--- src/hdl/mars_pkg.sv ---
// Package: codes, phase type and constant tables for the modem answer sequencer.
`default_nettype none

package mars_pkg;

    typedef enum logic [2:0] {
        PH_WAIT = 3'd0,
        PH_HUNT = 3'd1,
        PH_SKIP = 3'd2,
        PH_LINE = 3'd3,
        PH_CONN = 3'd4
    } t_phase;

    typedef enum logic [2:0] {
        ACT_NONE      = 3'd0,
        ACT_ANSWER    = 3'd1,
        ACT_CONNECTED = 3'd2,
        ACT_BAD_SPEED = 3'd3,
        ACT_TIMEOUT   = 3'd4,
        ACT_NO_CARR   = 3'd5
    } t_action;

    localparam logic [1:0] KIND_RING = 2'd0;
    localparam logic [1:0] KIND_BYTE = 2'd1;
    localparam logic [1:0] KIND_TICK = 2'd2;

    localparam logic [7:0]  TIMEOUT_RESET = 8'd90;
    localparam logic [15:0] RATE_DEFAULT  = 16'd300;
    localparam logic [6:0]  CH_LF    = 7'h0A;
    localparam logic [6:0]  CH_CR    = 7'h0D;
    localparam logic [6:0]  CH_SPACE = 7'h20;
    localparam logic [6:0]  CH_0     = 7'h30;
    localparam logic [6:0]  CH_9     = 7'h39;
    localparam logic [6:0]  CH_A     = 7'h41;
    localparam logic [6:0]  CH_Z     = 7'h5A;

    // "CONNECT", one character per position
    function automatic logic [6:0] connect_char(input logic [2:0] i);
        logic [6:0] c;
        case (i)
            3'd0:    c = 7'h43; // C
            3'd1:    c = 7'h4F; // O
            3'd2:    c = 7'h4E; // N
            3'd3:    c = 7'h4E; // N
            3'd4:    c = 7'h45; // E
            3'd5:    c = 7'h43; // C
            3'd6:    c = 7'h54; // T
            default: c = 7'h00;
        endcase
        return c;
    endfunction

    // "NO CARRIER", one character per position
    function automatic logic [6:0] nocarr_char(input logic [3:0] i);
        logic [6:0] c;
        case (i)
            4'd0:    c = 7'h4E; // N
            4'd1:    c = 7'h4F; // O
            4'd2:    c = 7'h20; // space
            4'd3:    c = 7'h43; // C
            4'd4:    c = 7'h41; // A
            4'd5:    c = 7'h52; // R
            4'd6:    c = 7'h52; // R
            4'd7:    c = 7'h49; // I
            4'd8:    c = 7'h45; // E
            4'd9:    c = 7'h52; // R
            default: c = 7'h00;
        endcase
        return c;
    endfunction

    // Legal speeds pass, speeds above 4800 up to 38400 round up, any other speed gives zero (hang up)
    function automatic logic [15:0] pick_rate(input logic [15:0] s);
        logic [15:0] r;
        if (s == 16'd300 || s == 16'd600 || s == 16'd1200 || s == 16'd2400 ||
            s == 16'd4800 || s == 16'd9600) begin
            r = s;
        end else if (s > 16'd4800 && s < 16'd9600) begin
            r = 16'd9600;
        end else if (s > 16'd9600 && s <= 16'd19200) begin
            r = 16'd19200;
        end else if (s > 16'd19200 && s <= 16'd38400) begin
            r = 16'd38400;
        end else begin
            r = 16'd0;
        end
        return r;
    endfunction

endpackage

`default_nettype wire

--- src/hdl/modem_answer_response_sequencer_core.sv ---
// Top level: modem answer and response line sequencer with registered result stage.
// Usage
//   Slave stream carries one event per transfer: tuser = kind (ring sample,
//   received byte, one-second tick), tdata = ring level and received byte.
//   Master stream returns exactly one result per event: tuser = action,
//   tdata = chosen line rate and the phase after the event.
//   The configuration channel writes the answer timeout (second ticks) and is
//   always ready; the user must write it only while idle, the block does not check.
// Timing
//   A result is valid in the cycle after its event is accepted; throughput is one
//   event per cycle while results are taken. State update and result decode are a
//   single combinational pass from the event into the state and result registers.
// Stall
//   The result register is freed in the cycle it is taken, so s_axis_tready
//   stays high while the receiver accepts; when the receiver stalls with a
//   result pending, s_axis_tready drops and the state holds.
// Reset
//   Synchronous, active low: phase returns to ring wait, all line tracking
//   is cleared, the timeout is set to 90 and no result is pending.
//   Once connected the block stays connected until reset.
`default_nettype none

module modem_answer_response_sequencer_core #(
    parameter int LINE_KEEP = 64
) (
    input  wire logic        i_clk,
    input  wire logic        i_rst_n,

    input  wire logic        s_axis_tvalid,
    output logic             s_axis_tready,
    input  wire logic [15:0] s_axis_tdata,  // [0] ring_active, [8:1] rx_byte, [15:9] zero
    input  wire logic [1:0]  s_axis_tuser,  // [1:0] kind

    output logic             m_axis_tvalid,
    input  wire logic        m_axis_tready,
    output logic [23:0]      m_axis_tdata,  // [15:0] line_rate, [18:16] phase_now, [23:19] zero
    output logic [2:0]       m_axis_tuser,  // [2:0] action

    input  wire logic        i_cfg_valid,
    output logic             o_cfg_ready,
    input  wire logic [7:0]  i_cfg_data
);
    import mars_pkg::*;

    // enough bits to count up to LINE_KEEP-1 kept characters
    localparam int LW = $clog2(LINE_KEEP);
    localparam logic [LW-1:0] POS_LIMIT = LW'(LINE_KEEP - 1);

    // ---- state ----
    t_phase        r_phase, n_phase;
    logic [LW-1:0] r_pos, n_pos;
    logic          r_conn_ok, n_conn_ok;
    logic          r_noc_ok, n_noc_ok;
    logic          r_live, n_live;
    logic          r_seen, n_seen;
    logic [15:0]   r_speed, n_speed;
    logic [7:0]    r_secs, n_secs;
    logic [7:0]    r_timeout;

    // ---- result register ----
    logic          r_out_valid;
    t_action       r_out_act;
    logic [15:0]   r_out_rate;
    t_phase        r_out_phase;

    t_action       n_act;
    logic [15:0]   n_rate;

    logic          s_fire;
    logic [1:0]    kind;
    logic          ring;
    logic [6:0]    ch;
    logic          is_digit;
    logic [3:0]    digit;
    logic          collecting;

    // line tracking base: fresh for a line start, else current
    logic [LW-1:0] b_pos;
    logic          b_conn_ok, b_noc_ok, b_live, b_seen;
    logic [15:0]   b_speed;
    // after keeping the current character
    logic [LW-1:0] k_pos;
    logic          k_conn_ok, k_noc_ok, k_live, k_seen;
    logic [15:0]   k_speed;
    logic [19:0]   acc;
    logic [15:0]   conn_rate;

    assign s_axis_tready = !r_out_valid || m_axis_tready;
    assign s_fire        = s_axis_tvalid && s_axis_tready;
    assign o_cfg_ready   = 1'b1;

    assign kind     = s_axis_tuser;
    assign ring     = s_axis_tdata[0];
    assign ch       = s_axis_tdata[7:1];  // rx_byte masked to 7 bits
    assign is_digit = (ch >= CH_0) && (ch <= CH_9);
    assign digit    = 4'(ch - CH_0);
    assign collecting = (r_phase == PH_HUNT) || (r_phase == PH_SKIP) ||
                        (r_phase == PH_LINE);

    // speed accumulator, saturating at 16 bits
    assign acc = ({4'd0, b_speed} << 3) + ({4'd0, b_speed} << 1) + {16'd0, digit};

    always_comb begin
        if (r_phase == PH_SKIP) begin
            b_pos     = '0;
            b_conn_ok = 1'b1;
            b_noc_ok  = 1'b1;
            b_live    = 1'b0;
            b_seen    = 1'b0;
            b_speed   = 16'd0;
        end else begin
            b_pos     = r_pos;
            b_conn_ok = r_conn_ok;
            b_noc_ok  = r_noc_ok;
            b_live    = r_live;
            b_seen    = r_seen;
            b_speed   = r_speed;
        end

        k_pos     = b_pos;
        k_conn_ok = b_conn_ok;
        k_noc_ok  = b_noc_ok;
        k_live    = b_live;
        k_seen    = b_seen;
        k_speed   = b_speed;
        if (b_pos < POS_LIMIT) begin
            if (b_pos < LW'(7) && ch != connect_char(b_pos[2:0])) begin
                k_conn_ok = 1'b0;
            end
            if (b_pos >= LW'(10) || ch != nocarr_char(b_pos[3:0])) begin
                k_noc_ok = 1'b0;
            end
            if (b_pos == LW'(7)) begin
                k_live = (ch == CH_SPACE);
            end else if (b_pos == LW'(8)) begin
                if (b_live && is_digit) begin
                    k_seen  = 1'b1;
                    k_speed = {12'd0, digit};
                end else begin
                    k_live = 1'b0;
                end
            end else if (b_pos > LW'(8)) begin
                if (b_live && is_digit) begin
                    k_speed = (acc > 20'd65535) ? 16'hFFFF : acc[15:0];
                end else begin
                    k_live = 1'b0;
                end
            end
            k_pos = b_pos + LW'(1);
        end
    end

    assign conn_rate = pick_rate(r_seen ? r_speed : RATE_DEFAULT);

    // next state and result for the event at the slave port
    always_comb begin
        n_phase   = r_phase;
        n_pos     = r_pos;
        n_conn_ok = r_conn_ok;
        n_noc_ok  = r_noc_ok;
        n_live    = r_live;
        n_seen    = r_seen;
        n_speed   = r_speed;
        n_secs    = r_secs;
        n_act     = ACT_NONE;
        n_rate    = 16'd0;

        if (r_phase == PH_WAIT) begin
            if (kind == KIND_RING && ring) begin
                n_act   = ACT_ANSWER;
                n_phase = PH_HUNT;
                n_secs  = 8'd0;
            end
        end else if (collecting && kind == KIND_TICK) begin
            n_secs = (r_secs == 8'hFF) ? r_secs : r_secs + 8'd1;
            if (n_secs >= r_timeout) begin
                n_act   = ACT_TIMEOUT;
                n_phase = PH_WAIT;
            end
        end else if (collecting && kind == KIND_BYTE) begin
            unique case (r_phase)
                PH_HUNT: begin
                    if (ch == CH_LF) n_phase = PH_SKIP;
                end
                PH_SKIP: begin
                    if (ch == CH_LF) begin
                        n_phase = PH_SKIP;
                    end else if (ch >= CH_A && ch <= CH_Z) begin
                        n_pos     = k_pos;
                        n_conn_ok = k_conn_ok;
                        n_noc_ok  = k_noc_ok;
                        n_live    = k_live;
                        n_seen    = k_seen;
                        n_speed   = k_speed;
                        n_phase   = PH_LINE;
                    end else begin
                        n_phase = PH_HUNT;
                    end
                end
                PH_LINE: begin
                    if (ch == CH_CR || ch == CH_LF) begin
                        if (r_conn_ok && r_pos >= LW'(7)) begin
                            if (conn_rate != 16'd0) begin
                                n_act   = ACT_CONNECTED;
                                n_rate  = conn_rate;
                                n_phase = PH_CONN;
                            end else begin
                                n_act   = ACT_BAD_SPEED;
                                n_phase = PH_WAIT;
                            end
                        end else if (r_noc_ok && r_pos == LW'(10)) begin
                            n_act   = ACT_NO_CARR;
                            n_phase = PH_WAIT;
                        end else begin
                            n_phase = PH_HUNT;
                        end
                    end else begin
                        n_pos     = k_pos;
                        n_conn_ok = k_conn_ok;
                        n_noc_ok  = k_noc_ok;
                        n_live    = k_live;
                        n_seen    = k_seen;
                        n_speed   = k_speed;
                    end
                end
                default: n_phase = r_phase;
            endcase
        end
    end

    // state registers, stepped only on an accepted event
    always_ff @(posedge i_clk) begin
        if (!i_rst_n) begin
            r_phase   <= PH_WAIT;
            r_pos     <= '0;
            r_conn_ok <= 1'b0;
            r_noc_ok  <= 1'b0;
            r_live    <= 1'b0;
            r_seen    <= 1'b0;
            r_speed   <= 16'd0;
            r_secs    <= 8'd0;
        end else if (s_fire) begin
            r_phase   <= n_phase;
            r_pos     <= n_pos;
            r_conn_ok <= n_conn_ok;
            r_noc_ok  <= n_noc_ok;
            r_live    <= n_live;
            r_seen    <= n_seen;
            r_speed   <= n_speed;
            r_secs    <= n_secs;
        end
    end

    // timeout register
    always_ff @(posedge i_clk) begin
        if (!i_rst_n) begin
            r_timeout <= TIMEOUT_RESET;
        end else if (i_cfg_valid && o_cfg_ready) begin
            r_timeout <= i_cfg_data;
        end
    end

    // result register; valid bit only is reset
    always_ff @(posedge i_clk) begin
        if (!i_rst_n) begin
            r_out_valid <= 1'b0;
        end else if (s_fire) begin
            r_out_valid <= 1'b1;
        end else if (m_axis_tready) begin
            r_out_valid <= 1'b0;
        end
    end

    always_ff @(posedge i_clk) begin
        if (s_fire) begin
            r_out_act   <= n_act;
            r_out_rate  <= n_rate;
            r_out_phase <= n_phase;
        end
    end

    assign m_axis_tvalid = r_out_valid;
    assign m_axis_tuser  = r_out_act;
    assign m_axis_tdata  = {5'd0, r_out_phase, r_out_rate};

`ifndef ASSERT_OFF
    // a connected result always carries a nonzero rate and the connected phase
    a_conn_result: assert property (@(posedge i_clk) disable iff (!i_rst_n)
        (r_out_valid && r_out_act == ACT_CONNECTED) |->
        (r_out_rate != 16'd0 && r_out_phase == PH_CONN))
        else $error("connected result without rate or phase");

    // rate is only reported with a connection
    a_rate_zero: assert property (@(posedge i_clk) disable iff (!i_rst_n)
        (r_out_valid && r_out_act != ACT_CONNECTED) |-> (r_out_rate == 16'd0))
        else $error("line rate set without connection");

    // connected phase is sticky until reset
    a_conn_hold: assert property (@(posedge i_clk) disable iff (!i_rst_n)
        (r_phase == PH_CONN) |=> (r_phase == PH_CONN))
        else $error("left connected phase");

    // a pending result that is not taken holds its contents
    a_out_hold: assert property (@(posedge i_clk) disable iff (!i_rst_n)
        (r_out_valid && !m_axis_tready) |=>
        (r_out_valid && $stable(r_out_act) && $stable(r_out_rate) &&
         $stable(r_out_phase)))
        else $error("stalled result changed");
`endif

endmodule

`default_nettype wire

--- config.mk ---
export PLATFORM = sky130hd
export DESIGN_NAME = modem_answer_response_sequencer_core
export DESIGN_NICKNAME = d
export VERILOG_FILES = /design/src/hdl/mars_pkg.sv /design/src/hdl/modem_answer_response_sequencer_core.sv
export SDC_FILE = /design/constraint.sdc
export NUM_CORES = 1
export LEC_CHECK = 0
export ABC_AREA = 1
export BUFFER_PORTS_ARGS = -buffer_cell sky130_fd_sc_hd__buf_4
export CAP_MARGIN = 20
export CORE_ASPECT_RATIO = 0.75
export CORE_MARGIN = 2
export CORE_UTILIZATION = 66
export DETAILED_ROUTE_END_ITERATION = 12
export PLACE_DENSITY = 0.89
export SLEW_MARGIN = 15
export SYNTH_ARGS = -nofsm -noshare
export SYNTH_HDL_FRONTEND = slang
export SYNTH_SLANG_ARGS = --single-unit
--- constraint.sdc ---
create_clock -name i_clk -period 10.16 [get_ports i_clk]
set_input_delay 1.016 -clock i_clk [delete_from_list [all_inputs] [get_ports i_clk]]
set_output_delay 1.016 -clock i_clk [all_outputs]
set_load 0.01 [all_outputs]
* Yosys cells after proc, flatten, opt, wreduce, memory -nomap -nowiden
Memory sizes are Yosys's and may differ from the RTL's.
Cells that the tools add are included.
** Storage, ports and cells
- Bits in registers :: 68
- Memory bits (read-only) :: 112
- Input bits :: 31
- Output and inout port bits :: 30
- Logic and storage cells :: 197
- Memories kept :: 1
** Memories
- (no name shown) :: words 16, width 7, rd ports 1, clocked after memory_dff 0, wr ports 0, line mars_pkg.sv:56 : case (i)
** Operators by class
- Add/sub/neg operators :: 5
- Order comparisons :: 17
- Equal/unequal tests :: 30
- Multiplexer cells :: 88
- Bitwise logic cells :: 7
- Reductions and logical operators :: 36
** Operators by type and width (number)
- 16-bit 2-to-1 mux :: 16
- 3-bit 2-to-1 mux :: 17
- 7-bit case mux with 5 select lines :: 1
- 1-bit 2-to-1 mux :: 34
- 8-bit 2-to-1 mux :: 4
- 16-bit case mux with 2 select lines :: 1
- 6-bit 2-to-1 mux :: 5
- 19-bit by 17-bit adder with 20-bit output :: 1
- 20-bit by 4-bit adder with 20-bit output :: 1
- 20-bit by 16-bit > comparator with 1-bit output (second input constant) :: 1
- 16-bit by 10-bit equality test with 1-bit output (second input constant) :: 1
- 16-bit by 11-bit equality test with 1-bit output (second input constant) :: 1
- 16-bit by 12-bit equality test with 1-bit output (second input constant) :: 1
- 16-bit by 13-bit equality test with 1-bit output (second input constant) :: 1
- 16-bit by 14-bit equality test with 1-bit output (second input constant) :: 1
- 16-bit by 9-bit equality test with 1-bit output (second input constant) :: 1
- 16-bit by 13-bit > comparator with 1-bit output (second input constant) :: 1
- 16-bit by 14-bit > comparator with 1-bit output (second input constant) :: 1
- 16-bit by 15-bit > comparator with 1-bit output (second input constant) :: 1
- 16-bit by 15-bit <= comparator with 1-bit output (second input constant) :: 1
- 16-bit <= comparator (second input constant) :: 1
- 16-bit by 14-bit < comparator with 1-bit output (second input constant) :: 1
- 16-bit nonzero test :: 1
- 7-bit by 4-bit equality test with 1-bit output (second input constant) :: 2
- 41 further kinds :: 87

* Depth between registers and ports, before layout
- Depth in word-level cells :: 16
- Mapped depth :: 25
- Depth with buffers taken out :: 24

* Worst setup path after synthesis
No wires, ideal clock.
- Path kind :: input -> register
- From :: input s_axis_tdata[4]
- To :: register r_speed[10]
- Library setup time :: 132 ps
- Arrival :: 3377 ps
- Data required time :: 10028 ps
- Slack :: 6651 ps
- Cell stages on the path :: 21
- Path buffers :: 1
- Cells stage by stage :: clkbuf_2 -> xor2_1 -> inv_1 -> ha_1 -> fa_1 -> nand2_1 -> nand2_1 -> nand3b_1 -> nand2_1 -> nand2_1 -> nand2_1 -> nand2_1 -> nand2_1 -> nor2_1 -> nand2_1 -> nor2_4 -> nand2_1 -> nand2_1 -> nand2_1 -> nand2_1 -> a21oi_1
** Between the ends
- Longest elaborated chain between the ends :: 12
- Elaborated cells on any way between the ends :: 28
- Classes of those cells :: add/sub (2); order compare (5); eq/ne (5); mux (11); reduce/logical (5)
** Ends and longest elaborated chain
- start, declared :: line modem_answer_response_sequencer_core.sv:31 : input wire logic [15:0] s_axis_tdata,
- 4-bit by 1-bit subtractor with 4-bit output :: line modem_answer_response_sequencer_core.sv:96 : assign digit = 4'(ch - CH_0);
- 20-bit by 4-bit adder with 20-bit output :: line modem_answer_response_sequencer_core.sv:101 : assign acc = ({4'd0, b_speed} << 3) + ({4'd0, b_speed} << 1) + {16'd0, digit};
- 20-bit by 16-bit > comparator with 1-bit output :: line modem_answer_response_sequencer_core.sv:144 : k_speed = (acc > 20'd65535) ? 16'hFFFF : acc[15:0];
- 16-bit 2-to-1 mux :: line modem_answer_response_sequencer_core.sv:144
- 16-bit 2-to-1 mux :: line modem_answer_response_sequencer_core.sv:143 : if (b_live && is_digit) begin
- 16-bit 2-to-1 mux :: line modem_answer_response_sequencer_core.sv:142 : end else if (b_pos > LW'(8)) begin
- 16-bit 2-to-1 mux :: line modem_answer_response_sequencer_core.sv:135 : end else if (b_pos == LW'(8)) begin
- 16-bit 2-to-1 mux :: line modem_answer_response_sequencer_core.sv:133 : if (b_pos == LW'(7)) begin
- 16-bit 2-to-1 mux :: line modem_answer_response_sequencer_core.sv:126 : if (b_pos < POS_LIMIT) begin
- 16-bit 2-to-1 mux :: line modem_answer_response_sequencer_core.sv:188 : end else if (ch >= CH_A && ch <= CH_Z) begin
- 16-bit 2-to-1 mux :: line modem_answer_response_sequencer_core.sv:186 : if (ch == CH_LF) begin
- 16-bit case mux with 2 select lines :: line modem_answer_response_sequencer_core.sv:181 : unique case (r_phase)
- end signal, assigned :: line modem_answer_response_sequencer_core.sv:249 : r_speed <= n_speed;
- end, declared :: line modem_answer_response_sequencer_core.sv:56 : logic [15:0] r_speed, n_speed;
Parallel ways exist; a longest one is shown, timed or not. The select of a mux whose other input is x is not followed.
A chain may end at the register's enable or synchronous reset.

* Final worst setup path
- From :: register r_phase[0]
- To :: register r_speed[4]
** Between the ends
- Longest elaborated chain between the ends :: 14
- Elaborated cells on any way between the ends :: 37
- Classes of those cells :: add/sub (2); order compare (3); eq/ne (8); mux (14); bitwise (2); reduce/logical (8)
** Ends and longest elaborated chain
- start, declared :: line modem_answer_response_sequencer_core.sv:50 : t_phase r_phase, n_phase;
- start signal, assigned :: line modem_answer_response_sequencer_core.sv:243 : r_phase <= n_phase;
- 3-bit by 2-bit equality test with 1-bit output :: line modem_answer_response_sequencer_core.sv:97, modem_answer_response_sequencer_core.sv:104, modem_answer_response_sequencer_core.sv:181
- 16-bit 2-to-1 mux :: line modem_answer_response_sequencer_core.sv:104 : if (r_phase == PH_SKIP) begin
- 19-bit by 17-bit adder with 20-bit output :: line modem_answer_response_sequencer_core.sv:101
- 20-bit by 4-bit adder with 20-bit output :: line modem_answer_response_sequencer_core.sv:101
- 20-bit by 16-bit > comparator with 1-bit output :: line modem_answer_response_sequencer_core.sv:144
- 16-bit 2-to-1 mux :: line modem_answer_response_sequencer_core.sv:144
- 16-bit 2-to-1 mux :: line modem_answer_response_sequencer_core.sv:143
- 16-bit 2-to-1 mux :: line modem_answer_response_sequencer_core.sv:142
- 16-bit 2-to-1 mux :: line modem_answer_response_sequencer_core.sv:135
- 16-bit 2-to-1 mux :: line modem_answer_response_sequencer_core.sv:133
- 16-bit 2-to-1 mux :: line modem_answer_response_sequencer_core.sv:126
- 16-bit 2-to-1 mux :: line modem_answer_response_sequencer_core.sv:188
- 16-bit 2-to-1 mux :: line modem_answer_response_sequencer_core.sv:186
- 16-bit case mux with 2 select lines :: line modem_answer_response_sequencer_core.sv:181
Parallel ways exist; a longest one is shown, timed or not. The select of a mux whose other input is x is not followed.

==> metrics <==
Resize count post-CTS=0; ys flop type=dfxtp_1; core box area=9080 sq um; CP cell instances=nor2_4 > nand2_4 > inv_4 > nor2_1 > ha_1 > fa_1 > nand2_1 > nand2_1 > nand3_1 > nand2_1 > nand2_1 > nand2_1 > nand2_1 > nand2_1 > nor2_1 > nand2_1 > nor2_4 > nand2_1 > nand2_1 > nand2_1 > nand2_1 > a21oi_1; count of cell types in the netlist=53; critical path capture point type=flip-flop; CTS buffer count=9; CTS Root Cell=clkbuf_16; H-tree Lvls=3; initial antenna violation count=0; Synth async-reset ratio=0%; crit path DAT=4.34 ns; fmax=242 MHz; GRT Residual Overflow=0; net switching power=164 uW; P_int=577 uW; crit path launch=r_phase[0]; number of synthesized flops with an enable pin=22; Setup Buffers After CTS=0; clock latency at the later pin of the worst-skew pair=0.34 ns; register area share after synthesis=25.5%; drt first pass iters=5; Combinational Power Share=8.3%; Max Slew Vio Count=0; IO Pins=61; Synth Cell Area=6210 sq um; Via Count=6293; CP max stage delay=0.47 ns; Die X=116 microns; Worst VDD drop=0.139 mV; leakage power=3.36 nW; Initial Util=68.3%; Diodes inserted=0; Worst-Margin Slew=0.990 ns; Yosys reg bits=68; first-pass GRT wire length=26100 microns; slew margin rel.=33.9%; Worst Skew=0.00752 ns; DP HPWL=11500 microns; crit path buf inv count=1; DRC=0; hold slack=0.473 ns; CP Data Required Time=10.36 ns; CTS tree=yes; Clk network pwr share=52.1%; die height=88.0 microns; IO Port Bufs=46; Hold Violations, Final=0; GRT Util Overall=32.0%; Reg2Reg Launch Point=r_phase[0]; gpl congestion=0.986; CP max stage cell=dfxtp_1; final setup vio count=0; min-delay src=r_timeout[1]; Layout Nets=1068; Bufs on Longest Clock Path=2; RSZ-0062 raised after global routing=no; DRT iter0 DRCs=606; Min-Delay Path Class=flip-flop to flip-flop; Sw Ratio=22.1%; Final period util=40.7%; Largest delay share family, worst path=simple AND/OR/NAND/NOR gates; Post-CTS Hold Buffers=0; vias in the first global route=5760; MaxCap Viol Count=0; Worst Path Max Fanout=18; Mapped Avg Cell Area=6.49 sq um; pwr dens=107 nW/um^2; status=finished clean; sequential share of power=39.6%; drt total wl=15600 microns; CTS clk-pin slew, worst paths=0.06 ns; largest net degree at the start of global routing=35; total negative setup slack=0 ns; share of layout cells above drive strength 1=10.9%; synth warn=0; Mapped Cells=957; row count=30; Clock Sinks=68; vias per cell=5.60; Area Growth Syn to Fin=11.5%; die area=10200 sq um; CP dominant cell by count=nand2_1; post-route ant nets=0; kind of critical path=flip-flop to flip-flop; crit start category=flip-flop; fin crit period=4.13 ns; DR WL/cell=13.8 microns
cell usage in the layout (no fill, tap or decap), drive strengths merged, types with 3 or more instances in the layout:
cell type,n
a21oi,90
a31oi,20
and3,3
buf,47
bufinv,4
clkbuf,10
conb,8
dfxtp,46
edfxtp,22
ha,45
inv,136
nand2,275
nand3,48
nand4,17
nor2,100
nor3,20
o211ai,4
o21ai,48
xnor2,11
xor2,18
cell families (layout without fill, tap and decap cells):
| logic type | after synthesis | in the layout | synth area share, % |
|---|---|---|---|
| other | 2 | 8 | 0.121 |
| AO/OA/AOI/OAI | 173 | 173 | 15.3 |
| buffers and inverters | 167 | 200 | 11.5 |
| multiplexers | 1 | 1 | 0.181 |
| AND/OR/NAND/NOR | 471 | 471 | 34.0 |
| XOR/XNOR | 29 | 29 | 4.09 |
| flip-flops | 68 | 68 | 25.5 |
| adder cells (fa/ha/maj) | 46 | 46 | 9.39 |
cell usage after synthesis (4+ instances only):
cell        n  area [sq um]
nand3_1    43           215
xor2_1     18           158
inv_2       9          33.8
ha_1       45           563
nor2_2      6          37.5
a21oi_1    89           445
o211ai_1    4          30.0
nor2_4      7          78.8
o21ai_1    13          65.1
dfxtp_1    46           921
xnor2_1    11          96.3
buf_6       4          45.0
buf_2       6          30.0
inv_1     124           465
o21ai_0    33           165
a31oi_1    20           125
nor2_1     87           327
nand2_1   269          1010
nor3_1     15          75.1
nand4_1    17           106
clkbuf_1    7          26.3
edfxtp_1   22           661
buf_4      11          82.6
worst paths after layout:
check / slack [ns] / endpoint / depth (start not counted)
setup reg to reg: 6.03 / r_speed[4] / 22
hold reg to reg: 0.47 / r_timeout[1] / 2
hold / removal: 0.47 / r_timeout[1] / 2
setup / recovery: 6.03 / r_speed[4] / 22
worst min-delay path: cells and delay by family (launching register included):
family,cells,cell delay (ns)
AOI/OAI and AO/OA,1,0.07
buffers and inverters,1,0.06
DFF,1,0.29
stage by stage:
| step | util [%] | power [mW] | setup slack [ns] | std cells | instance area (sq um) |
|---|---|---|---|---|---|
| final | 76.2 | 0.740 | 6.03 | 1124 | 6920 |
| after global routing | 76.2 | 0.760 | 5.73 | 1124 | 6920 |
| after CTS | 76.1 | 0.738 | 6.10 | 1123 | 6910 |
| after detailed placement | 72.0 | 0.359 | 6.05 | 1107 | 6540 |
| after global placement | 72.0 | 0.357 | 6.12 | 1107 | 6540 |
| after floorplan | - | 0.336 | 6.65 | 963 | 6230 |
power by group through the flow:
stage,Combinational (mW),Clock [mW],Sequential (mW)
floorplan,0.0352,0,0.301
CTS,0.0603,0.385,0.293
finish,0.0616,0.386,0.293
detailed placement,0.0597,0,0.299
global route,0.0680,0.398,0.294
global placement,0.0583,0,0.299
cell type report:
cell class                      instances  area (sq um)
Sequential cell                        68          1580
Clock buffer                           10           229
Tap cell                              128           160
Fill cell                             732          2160
Inverter                              137           522
Multi-Input combinational cell        728          3940
Timing Repair Buffer                   47           360
Clock inverter                          6           136
layer usage:
metal  global-route usage, %  routed length [microns]  up-vias
li1                        -                        -     3185
met1                    42.2                     6970     2850
met2                    53.7                     7350      236
met3                    7.40                     1060       22
met4                    7.47                      171        0
met5                       0                        0        -
state kept, by name, summed over array words and instances (netlist names):
signal / count
r_seen: 1
r_live: 1
r_pos: 6
r_phase: 3
r_out_phase: 3
r_conn_ok: 1
r_out_rate: 16
r_noc_ok: 1
r_speed: 16
r_secs: 8
m_axis_tvalid: 1
r_timeout: 8
m_axis_tuser: 3
Power figures use the tool's default switching activity.
